### src/rtl/gfpa_pkg.sv
package gfpa_pkg;

  localparam int P_W       = 16;
  localparam int DEG_W     = 5;
  localparam int RANK_W    = 31;
  localparam int RECIP_W   = 32;
  localparam int CFG_IDX_W = 2;
  localparam int CNT_W     = 6;

  // reciprocal floor(2^32 / p), one quotient bit a step
  localparam int RECIP_STEPS = RECIP_W + 1;

  localparam logic [CFG_IDX_W-1:0] REG_PRIME       = 2'd0;
  localparam logic [CFG_IDX_W-1:0] REG_DEGREE      = 2'd1;
  localparam logic [CFG_IDX_W-1:0] REG_FIELD_ORDER = 2'd2;

  localparam logic KIND_ADD = 1'b0;
  localparam logic KIND_NEG = 1'b1;

  localparam logic [P_W-1:0] P_MIN = 16'd2;

  typedef struct packed {
    logic [P_W-1:0]     p;
    logic [RECIP_W-1:0] m;
    logic [DEG_W-1:0]   e;
  } gfpa_cfg_t;

  typedef struct packed {
    logic              vld;
    logic              neg;
    logic              err;
    logic [RANK_W-1:0] a;
    logic [RANK_W-1:0] b;
    logic [RANK_W-1:0] rank;
    logic [P_W-1:0]    d;
  } gfpa_item_t;

endpackage

### src/rtl/gfpa_out.sv
module gfpa_out (
  input  logic                          clk,
  input  logic                          rst_n,
  input  logic [gfpa_pkg::RANK_W-1:0]   pow_last,
  input  gfpa_pkg::gfpa_item_t          item_i,
  input  logic                          out_stall,
  output logic                          out_valid,
  output logic [gfpa_pkg::RANK_W-1:0]   out_sum_rank,
  output logic                          out_range_error,
  output logic                          adv
);
  import gfpa_pkg::*;

  typedef struct packed {
    logic [RANK_W-1:0] rank;
    logic              err;
  } gfpa_res_t;

  logic              vldf_r, errf_r;
  logic [RANK_W-1:0] rankf_r, termf_r;
  logic [46:0]       term_prod;

  gfpa_res_t   slot0_r, slot0_nxt, slot1_r, slot1_nxt, res_new;
  logic [1:0]  cnt_r, cnt_nxt;
  logic        push, pop;

  assign term_prod = 47'(item_i.d) * 47'(pow_last);

  always_ff @(posedge clk) begin
    if (!rst_n) begin
      vldf_r <= 1'b0;
    end else if (adv) begin
      vldf_r <= item_i.vld;
    end
  end

  always_ff @(posedge clk) begin
    if (adv) begin
      errf_r  <= item_i.err;
      rankf_r <= item_i.rank;
      termf_r <= term_prod[RANK_W-1:0];
    end
  end

  assign out_valid    = (cnt_r != 2'd0);
  assign adv          = (cnt_r != 2'd2) || !out_stall;
  assign push         = adv && vldf_r;
  assign pop          = out_valid && !out_stall;
  assign res_new.rank = errf_r ? '0 : rankf_r + termf_r;
  assign res_new.err  = errf_r;

  always_comb begin
    slot0_nxt = slot0_r;
    slot1_nxt = slot1_r;
    cnt_nxt   = cnt_r;
    unique case ({push, pop})
      2'b10: begin
        if (cnt_r == 2'd0) begin
          slot0_nxt = res_new;
        end else begin
          slot1_nxt = res_new;
        end
        cnt_nxt = cnt_r + 2'd1;
      end
      2'b01: begin
        slot0_nxt = slot1_r;
        cnt_nxt   = cnt_r - 2'd1;
      end
      2'b11: begin
        if (cnt_r == 2'd1) begin
          slot0_nxt = res_new;
        end else begin
          slot0_nxt = slot1_r;
          slot1_nxt = res_new;
        end
      end
      default: ;
    endcase
  end

  always_ff @(posedge clk) begin
    if (!rst_n) begin
      cnt_r <= 2'd0;
    end else begin
      cnt_r <= cnt_nxt;
    end
  end

  always_ff @(posedge clk) begin
    slot0_r <= slot0_nxt;
    slot1_r <= slot1_nxt;
  end

  assign out_sum_rank    = slot0_r.rank;
  assign out_range_error = slot0_r.err;

`ifndef ASSERT_OFF
  assert property (@(posedge clk) disable iff (!rst_n)
    push |-> (cnt_r != 2'd2) || pop)
    else $error("beat pushed into full output queue");

  assert property (@(posedge clk) disable iff (!rst_n)
    push && !pop |=> cnt_r == $past(cnt_r) + 2'd1)
    else $error("output queue count lost a beat");

  assert property (@(posedge clk) disable iff (!rst_n)
    pop && !push |=> cnt_r == $past(cnt_r) - 2'd1)
    else $error("output queue count repeated a beat");
`endif

endmodule

### config.mk
export PLATFORM = sky130hd
export DESIGN_NAME = gfpa_out
export DESIGN_NICKNAME = d
export VERILOG_FILES = /design/src/rtl/gfpa_pkg.sv /design/src/rtl/gfpa_out.sv
export SDC_FILE = /design/constraint.sdc
export NUM_CORES = 1
export LEC_CHECK = 0
export BUFFER_PORTS_ARGS = -buffer_cell sky130_fd_sc_hd__buf_2
export CAP_MARGIN = 30
export CORE_MARGIN = 1
export CORE_UTILIZATION = 25
export CTS_CLUSTER_DIAMETER = 150
export CTS_CLUSTER_SIZE = 12
export DETAILED_ROUTE_END_ITERATION = 6
export SLEW_MARGIN = 0
export SYNTH_ARGS = -nofsm -noshare
export SYNTH_HDL_FRONTEND = slang
export SYNTH_SLANG_ARGS = --single-unit
### constraint.sdc
create_clock -name clk -period 14.1 [get_ports clk]
set_input_delay 1.41 -clock clk [delete_from_list [all_inputs] [get_ports clk]]
set_output_delay 1.41 -clock clk [all_outputs]
set_load 0.1 [all_outputs]
==> results.tsv <==
metric	value	unit
fillerInstances	6953	
post-place-ws	5.735	ns
dp_hpwl	32670	µm
start_util	25.39	%
cts_post_setup_buffers_inserted	0	
grt_pass1_wl	68990	µm
routed_wl	41650	µm
cts_buffers	17	
yosysTopAreaCellShare	34.72	%
ys_top_cells_by_area	fa_1, edfxtp_1, ha_1	
cp_max_fo	30	
worst_slew_pin_slew	0.8918	ns
seq_area	0.003874	mm²
grt_remaining_overflow	0	
via_per_inst	4.426	
final-setup-viol-count	0	
fin_crit_sh	55.78	%
synthArstFlopShare	0	%
syn_area_per_cell	9.853	µm²
wl_per_cell	15.69	µm
yosysWarnings	0	
grt_antenna_before_repair	4	
tns	0	ns
final_hold_viol_count	0	
vias	11747	
coreArea	0.06610	mm²
dr.pass1.iters	7	
multiInputGateArea	0.01148	mm²
hold_path_class	reg -> reg	
hold_path_depth	2	
gp_congestion	0.8397	
dr.first_iter.drc_count	463	
max_freq	127.1	MHz
layout.nets	2315	
clockBufferDepth	2	
synth_nets	2240	
ys_top_cells_by_count	inv_1, fa_1, nand2_1	
drv_cap	0	
drc	1	
fin_util	28.55	%
clock-sinks	130	
slew_headroom	40.55	%
rows	94	
finalHoldWorstSlack	0.5077	ns
clk_latency	0.43	ns
ioPinCount	180	
finalClockSkew	0.009268	ns
die_w	261.1	µm
finalCriticalPeriod	7.865	ns
insertedDiodeCount	0	
reg2reg_depth	10	
cts_tree	yes	
cts_resized	0	
track_usage	12.85	%
yosysMostFrequentCell	inv_1	
finalWorstSetupSlack	6.235	ns
drtAntennaViolNets	0	
setup.worst_path.class	in -> reg	
drive_gt1_share	8.883	%
rsz0062_at_grt	no	
die_y	261.1	µm
grt_pass1_vias	13258	
synth_seq_area_share	23.09	%
dieArea	0.06816	mm²
arrival	8.08	ns
maxSlewViolCount	0	
critPathRequiredTime	14.32	ns
io_buffers	116	
ys_ff_latch	130	
area_growth	12.48	%
syn-cell-area	0.01678	mm²
synthDistinctLibCells	47	
cts.htree.levels	4	
path_clk_slew	0.06	ns
violations	design-rule violations	
holdBufCountCts	0	
grt_start_max_net_pins	67	
cts_root_buf	clkbuf_16	
yosys_most_used_dff	edfxtp_1	
synth_edf_count	127	
status	complete, but fails checks	
start_kind	input pin	
yosysTopAreaCell	fa_1	
critPathCaptureType	register	
syn_inst	1703	
==> flip-flops by register name, indices dropped and copies added (netlist names) <==
register / flops
slot1_r: 32
termf_r: 31
out_sum_rank: 31
vldf_r: 1
rankf_r: 31
cnt_r: 2
errf_r: 1
out_range_error: 1
==> metal layers <==
layer	GRT usage (%)	vias up	wire (µm)
li1	-	5397	-
met1	16.16	5942	18120
met2	22.94	336	20720
met3	1.694	70	2026
met4	3.553	2	769
met5	0	-	12
==> through the flow <==
step	instances	area [µm²]
3_3_place_gp	2621	18240
2_1_floorplan	1703	16780
5_1_grt	2654	18870
4_1_cts	2654	18870
3_5_place_dp	2623	18280
6_report	2654	18870
==> logic make-up (layout without fill, tap and decap cells) <==
kind of cell / count (synthesis) / count (layout) / share of synthesized area (%)
AOI/OAI and AO/OA: 179 / 179 / 6.905
xor gates and xnor gates: 83 / 83 / 4.332
adders and majority gates: 391 / 391 / 42.17
buffers and inverters: 387 / 474 / 8.657
DFF: 130 / 130 / 23.09
and+or+nand+nor: 533 / 533 / 14.85
==> critical path: stages <==
cell and delay, ns:
buf_2 0.60, nand2_1 0.18, fa_1 0.59, fa_1 0.55
fa_1 0.52, inv_1 0.06, fa_1 0.47, fa_1 0.52
inv_1 0.05, fa_1 0.49, inv_1 0.05, ha_1 0.35
a211oi_1 0.32, o21ai_1 0.13, a22oi_1 0.18, nand2_1 0.22
a211oi_1 0.49, o21ai_1 0.17, a31oi_1 0.30, o21ai_1 0.11
xnor2_1 0.32
==> cell type report <==
| class | count | share of cell area, % |
|---|---|---|
| clock inverters | 12 | 0.8353 |
| flip-flops and latches | 130 | 20.52 |
| well taps | 864 | 5.728 |
| inverters | 323 | 6.424 |
| clock buffers | 19 | 2.294 |
| multi-input cells | 1186 | 60.82 |
| repair buffers | 120 | 3.381 |
==> path summary, 6_finish.rpt <==
kind                            startpoint  slack, ns               end
worst max register to register    cnt_r[0]      10.60  out_sum_rank[16]
worst max-delay path             item_i[1]       6.24       termf_r[30]
worst min register to register      vldf_r       0.51            vldf_r
worst min-delay path                vldf_r       0.51            vldf_r
==> placed cells by master (no fill, tap or decap), types with 7 or more instances in the layout <==
master       n
buf_2      116
fa_1       291
a21oi_1     43
a21o_1      26
edfxtp_1   127
nand2_1    272
nand3_1     12
a22o_1      15
xnor2_1     65
nor3_1      12
clkbuf_16   17
o21bai_1    10
o21ai_0     24
o21ai_1     21
and2_1     161
ha_1       100
xor2_1      18
nor2_1      54
inv_1      323
a211oi_1     7
Power is not shown: default switching activity piles up to over one toggle a cycle in this logic, so the estimate is an artifact.
