[src/rtl/gfpa_pkg.sv]
package gfpa_pkg;

  localparam int P_W       = 16;
  localparam int DEG_W     = 5;
  localparam int RANK_W    = 31;
  localparam int RECIP_W   = 32;
  localparam int CFG_IDX_W = 2;
  localparam int CNT_W     = 6;

  // reciprocal floor(2^32 / p), one quotient bit a step
  localparam int RECIP_STEPS = RECIP_W + 1;

  localparam logic [CFG_IDX_W-1:0] REG_PRIME       = 2'd0;
  localparam logic [CFG_IDX_W-1:0] REG_DEGREE      = 2'd1;
  localparam logic [CFG_IDX_W-1:0] REG_FIELD_ORDER = 2'd2;

  localparam logic KIND_ADD = 1'b0;
  localparam logic KIND_NEG = 1'b1;

  localparam logic [P_W-1:0] P_MIN = 16'd2;

  typedef struct packed {
    logic [P_W-1:0]     p;
    logic [RECIP_W-1:0] m;
    logic [DEG_W-1:0]   e;
  } gfpa_cfg_t;

  typedef struct packed {
    logic              vld;
    logic              neg;
    logic              err;
    logic [RANK_W-1:0] a;
    logic [RANK_W-1:0] b;
    logic [RANK_W-1:0] rank;
    logic [P_W-1:0]    d;
  } gfpa_item_t;

endpackage

[src/rtl/gfpa_cfg.sv]
module gfpa_cfg #(
  parameter int MAX_DEGREE = 31
) (
  input  logic                                      clk,
  input  logic                                      rst_n,
  input  logic                                      cfg_valid,
  input  logic [gfpa_pkg::CFG_IDX_W-1:0]            cfg_index,
  input  logic [gfpa_pkg::RANK_W-1:0]               cfg_data,
  output gfpa_pkg::gfpa_cfg_t                       cfg,
  output logic [gfpa_pkg::RANK_W-1:0]               fo,
  output logic [MAX_DEGREE-1:0][gfpa_pkg::RANK_W-1:0] pow,
  output logic                                      busy
);
  import gfpa_pkg::*;

  typedef enum logic [1:0] {
    ST_IDLE = 2'b01,
    ST_CALC = 2'b10
  } gfpa_state_t;

  localparam logic [48:0] TWO32 = 49'h1_0000_0000;

  gfpa_state_t                      state_r, state_nxt;
  logic [CNT_W-1:0]                 cnt_r, cnt_nxt;
  logic [P_W-1:0]                   p_r, p_nxt;
  logic [DEG_W-1:0]                 e_r, e_nxt;
  logic [RANK_W-1:0]                fo_r, fo_nxt;
  logic [P_W-1:0]                   rem_r, rem_nxt;
  logic [RECIP_W-1:0]               m_r, m_nxt;
  logic [RANK_W-1:0]                run_pow_r, run_pow_nxt;
  logic [MAX_DEGREE-1:0][RANK_W-1:0] pow_r, pow_nxt;

  logic             wr_prime;
  logic             calc_last;
  logic [P_W:0]     trial;
  logic             trial_ge;
  logic [46:0]      pow_prod;
  logic [P_W-1:0]   p_wr;
  logic [DEG_W-1:0] deg_wr;

  assign wr_prime  = cfg_valid && (cfg_index == REG_PRIME);
  assign calc_last = (state_r == ST_CALC) && (cnt_r == CNT_W'(RECIP_STEPS - 1));
  assign trial     = {rem_r, (cnt_r == '0)};
  assign trial_ge  = trial >= {1'b0, p_r};
  assign pow_prod  = 47'(run_pow_r) * 47'(p_r);
  assign p_wr      = (cfg_data[P_W-1:0] < P_MIN) ? P_MIN : cfg_data[P_W-1:0];
  assign deg_wr    = (cfg_data[DEG_W-1:0] > DEG_W'(MAX_DEGREE)) ? DEG_W'(MAX_DEGREE)
                                                                 : cfg_data[DEG_W-1:0];

  always_comb begin
    state_nxt   = state_r;
    cnt_nxt     = cnt_r;
    p_nxt       = p_r;
    e_nxt       = e_r;
    fo_nxt      = fo_r;
    rem_nxt     = rem_r;
    m_nxt       = m_r;
    run_pow_nxt = run_pow_r;
    pow_nxt     = pow_r;
    if (state_r == ST_CALC) begin
      rem_nxt     = trial_ge ? P_W'(trial - {1'b0, p_r}) : trial[P_W-1:0];
      m_nxt       = {m_r[RECIP_W-2:0], trial_ge};
      run_pow_nxt = pow_prod[RANK_W-1:0];
      cnt_nxt     = cnt_r + 1'b1;
      for (int k = 0; k < MAX_DEGREE; k++) begin
        if (cnt_r == CNT_W'(k)) begin
          pow_nxt[k] = run_pow_r;
        end
      end
      if (calc_last) begin
        state_nxt = ST_IDLE;
      end
    end
    if (cfg_valid) begin
      unique case (cfg_index)
        REG_PRIME: begin
          p_nxt       = p_wr;
          state_nxt   = ST_CALC;
          cnt_nxt     = '0;
          rem_nxt     = '0;
          m_nxt       = '0;
          run_pow_nxt = RANK_W'(1);
        end
        REG_DEGREE:      e_nxt  = deg_wr;
        REG_FIELD_ORDER: fo_nxt = cfg_data;
        default: ;
      endcase
    end
  end

  always_ff @(posedge clk) begin
    if (!rst_n) begin
      state_r   <= ST_CALC;
      cnt_r     <= '0;
      p_r       <= P_MIN;
      e_r       <= DEG_W'(1);
      fo_r      <= RANK_W'(2);
      rem_r     <= '0;
      m_r       <= '0;
      run_pow_r <= RANK_W'(1);
    end else begin
      state_r   <= state_nxt;
      cnt_r     <= cnt_nxt;
      p_r       <= p_nxt;
      e_r       <= e_nxt;
      fo_r      <= fo_nxt;
      rem_r     <= rem_nxt;
      m_r       <= m_nxt;
      run_pow_r <= run_pow_nxt;
    end
  end

  always_ff @(posedge clk) begin
    pow_r <= pow_nxt;
  end

  assign cfg.p = p_r;
  assign cfg.m = m_r;
  assign cfg.e = e_r;
  assign fo    = fo_r;
  assign pow   = pow_r;
  assign busy  = (state_r == ST_CALC);

`ifndef ASSERT_OFF
  // finished reciprocal is floor(2^32 / p)
  assert property (@(posedge clk) disable iff (!rst_n)
    $past(calc_last && !wr_prime) |->
      (49'(m_r) * 49'(p_r) <= TWO32) &&
      (TWO32 - 49'(m_r) * 49'(p_r) < 49'(p_r)))
    else $error("reciprocal wrong after calculation");
`endif

endmodule

[config.mk]
export PLATFORM = sky130hd
export DESIGN_NAME = gfpa_cfg
export DESIGN_NICKNAME = d
export VERILOG_FILES = /design/src/rtl/gfpa_pkg.sv /design/src/rtl/gfpa_cfg.sv
export SDC_FILE = /design/constraint.sdc
export NUM_CORES = 2
export LEC_CHECK = 0
export ABC_AREA = 1
export BUFFER_PORTS_ARGS = -buffer_cell sky130_fd_sc_hd__buf_4
export CAP_MARGIN = 20
export CELL_PAD_IN_SITES_DETAIL_PLACEMENT = 0
export CELL_PAD_IN_SITES_GLOBAL_PLACEMENT = 1
export CORE_AREA = 2 2 417 419
export DETAILED_ROUTE_END_ITERATION = 12
export DIE_AREA = 0 0 419 421
export PLACE_DENSITY = 0.56
export SYNTH_ARGS = -nofsm -noshare
export SYNTH_HDL_FRONTEND = slang
export SYNTH_SLANG_ARGS = --single-unit
[constraint.sdc]
create_clock -name clk -period 5.7 [get_ports clk]
set_clock_uncertainty 0.05 [all_clocks]
set_input_delay 0.57 -clock clk [delete_from_list [all_inputs] [get_ports clk]]
set_output_delay 0.57 -clock clk [all_outputs]
set_load 0.05 [all_outputs]
==> results.json <==
{
  "status": "complete, no violations",
  "num_io_pins": 1082,
  "vdd.ir_drop.worst_mv": 0.248,
  "rsz0062_at_grt": "yes",
  "start_util_pct": 27.1,
  "path_buf_inv": 6,
  "worst_pin_slew_ps": 1080,
  "dpl-instance-area_sq_mm": 0.0596,
  "clkSinkCount": 1100,
  "rr_startpoint": "p_r[1]",
  "finalSetupViolations": 0,
  "syn_area_per_cell_sq_um": 13.6,
  "synthArstFlopShare_pct": 0,
  "worstPathRequired_ps": 6340,
  "overflow": 0,
  "leakagePower_nw": 27.7,
  "switching_share_pct": 27.9,
  "maxSlewViolCount": 0,
  "die_area_sq_mm": 0.176,
  "synth_ff_type": "edfxtp_1",
  "crit_type": "flop to flop",
  "p_comb_share_pct": 14.3,
  "timing.reg2reg.setup_slack_ps": 50,
  "timing.rr.end": "run_pow_r[25]",
  "cts_buffers": 117,
  "yosys.area.top_type_share_pct": 61.8,
  "dp_cells": 6951,
  "clock.fmax_ghz": 0.177,
  "tns_ps": 0,
  "worstSetupStartpoint": "p_r[1]",
  "synth_top_area_cell": "edfxtp_1",
  "stdcell_count": 7268,
  "min_path_type": "input pin to flop",
  "drive_above_1_share_pct": 36.0,
  "hpwl_um": 137000,
  "path_cells": "buf_12, clkbuf_16, nand2_2, fa_1, fa_2, fa_2, fa_1, inv_1, fa_1, fa_1, ha_4, buf_4, nand2_2, nor2_2, buf_4, nand4_1, nand3_2, a21oi_4, or2_1, nand3_1, nand2_1, inv_1",
  "num_rows": 153,
  "seqPwrFrac_pct": 47.1,
  "cap_violations": 0,
  "drt-total-wl_um": 196000,
  "max_stage_delay_ps": 600,
  "whs_ps": 56.3,
  "p_int_w": 0.0141,
  "worstSetupStartpointType": "flop",
  "hold_violations": 0,
  "nNetsFinal": 5248,
  "io_buffers": 1081,
  "vias_per_cell": 4.42,
  "worst-path-stages": 22,
  "p_per_area_mw_per_mm2": 299,
  "core-area_sq_mm": 0.172,
  "grt_start_max_net_pins": 59,
  "grt_pass1_vias": 31900,
  "clk_latency_ps": 800,
  "htree_levels": 3,
  "cp_max_fo": 5,
  "drc": 0,
  "fin_crit_sh_pct": 99.1,
  "root_buffer": "clkbuf_16",
  "cpMaxStageDelayCell": "fa_2",
  "dieWidth_um": 419,
  "synthesis.area_sq_mm": 0.0467,
  "final_cell_mix": "buf_4, edfxtp_1, nand2_1",
  "firstDrtPassIters": 5,
  "wl_per_cell_um": 27.0,
  "reg2reg_depth": 22,
  "vias": 32100,
  "fin_crit_ps": 5650,
  "synthesis.nets": 3851,
  "slew_headroom_pct": 27.5,
  "clk_path_buf_depth": 3,
  "path_common_cell": "fa_1",
  "critPathTopFamily": "adder cells",
  "synth_edf_count": 961,
  "drtIter0Drc": 2649,
  "yosys_warnings": 0,
  "drtAntennaViolNets": 0,
  "final_util_pct": 37.8,
  "clkSlewWorstSetupHoldPaths_ps": 70,
  "synth_cell_type_count": 47,
  "syn_to_final_growth_pct": 39.6,
  "p_switching_w": 0.00544,
  "ys_top_cells_by_area": "edfxtp_1, fa_1, dfxtp_1",
  "grt_usage_pct": 21.5,
  "ys_ff_latch": 1100,
  "die_h_um": 421,
  "n_fill_cell": 16700,
  "grt_pass1_wl_um": 264000,
  "p_clk_share_pct": 38.6,
  "fin_area_sq_mm": 0.0652,
  "end_kind": "flop",
  "synthCells": 3440,
  "final_common_cell": "buf_4",
  "cts_tree": "done",
  "grt_antenna_before_repair": 18,
  "yosysSeqAreaShare_pct": 67.8,
  "place_congestion": 0.837,
  "crit_end": "run_pow_r[25]",
  "worstPathArrival_ps": 6290
}
[Yosys cell counts, types with 7 or more instances]
cell type	count
o21ai_0	78
nand4_1	9
nand2_1	646
buf_1	15
nor4_1	7
dfxtp_1	139
ha_1	84
clkbuf_1	90
fa_1	291
a21oi_1	90
buf_2	17
nor3_1	51
inv_1	599
edfxtp_1	961
nand3_1	67
xor2_1	26
nor2_1	206
[sequential cells by signal, summed over array words and instances (netlist names)]
register   count
cnt_r          6
pow          961
fo            31
p_r           16
m_r           32
run_pow_r     31
e_r            5
state_r        2
rem_r         16
[layer usage]
metal / vias to the layer above / share of wire (%) / track usage [%]
met4: 0 / 2.8 / 6.26
met1: 16600 / 38 / 26.2
li1: 14000 / - / -
met2: 1221 / 52 / 38.2
met3: 235 / 7.0 / 4.37
met5: - / 0 / 0
[layout make-up]
type                       instances  area, sq um  area share [%]
inverter                         601         2260            3.46
multi-input combinational       1615        13300            20.4
sequential                      1100        31800            48.8
clock inverter                    77          724            1.11
antenna                            7         17.5          0.0269
timing repair buffer            1402        11200            17.2
clock buffer                     141         3040            4.66
tap                             2325         2910            4.46
[worst register-to-register path, stage by stage, from the launching register on]
cell,delay (ps)
dfxtp_4,400
buf_12,120
clkbuf_16,150
nand2_2,60
fa_1,520
fa_2,600
fa_2,460
fa_1,560
inv_1,60
fa_1,520
fa_1,470
ha_4,310
buf_4,110
nand2_2,90
nor2_2,130
buf_4,110
nand4_1,180
nand3_2,180
a21oi_4,90
or2_1,210
nand3_1,60
nand2_1,60
inv_1,50
[stage by stage]
step           power [W]  setup slack (ps)
2_1_floorplan     0.0108             -13.7
3_3_place_gp      0.0120              -454
3_5_place_dp      0.0120              -386
4_1_cts           0.0196             -7.99
5_1_grt           0.0202              -130
6_report          0.0195              50.8
[cells by family (layout without fill, tap and decap cells)]
| group | Yosys count | after routing | synth area share [%] |
|---|---|---|---|
| AO/OA/AOI/OAI | 209 | 209 | 2.45 |
| adder cells (fa/ha/maj) | 375 | 375 | 14.7 |
| XOR/XNOR | 31 | 31 | 0.581 |
| AND/OR/NAND/NOR | 1000 | 1000 | 8.60 |
| flip-flops | 1100 | 1100 | 67.8 |
| other | 0 | 7 | 0 |
| buffers and inverters | 725 | 2221 | 5.89 |
[worst min path at each step]
stage / to / cells past startpoint / slack (ps) / startpoint
CTS: p_r[5] / 3 / 2 / cfg_data[5]
finish: p_r[5] / 3 / 60 / cfg_data[5]
floorplan: state_r[1] / 2 / 390 / state_r[1]
global route: p_r[5] / 3 / 30 / cfg_data[5]
global placement: state_r[1] / 2 / 400 / state_r[1]
detailed placement: e_r[0] / 2 / 400 / e_r[0]
[power groups by stage]
stage	clock network, W	logic, W	registers [W]
after CTS	0.00769	0.00270	0.00919
after global placement	0	0.00263	0.00937
after global routing	0.00801	0.00303	0.00919
after detailed placement	0	0.00262	0.00937
after floorplan	0	0.00112	0.00970
final	0.00753	0.00279	0.00918
[what timing repair did]
| item | 4_1_cts | 5_1_grt |
|---|---|---|
| resized for setup | 52 | 174 |
| endpoints found under the setup margin | 18 | 18 |
| endpoints found under the hold margin | 32 | 0 |
| cloned | 1 | 4 |
| setup buffers | 25 | 37 |
| hold buffers | 26 | 0 |
| pin swaps | 15 | 77 |
No activity file was read; power rests on OpenSTA's default activity.
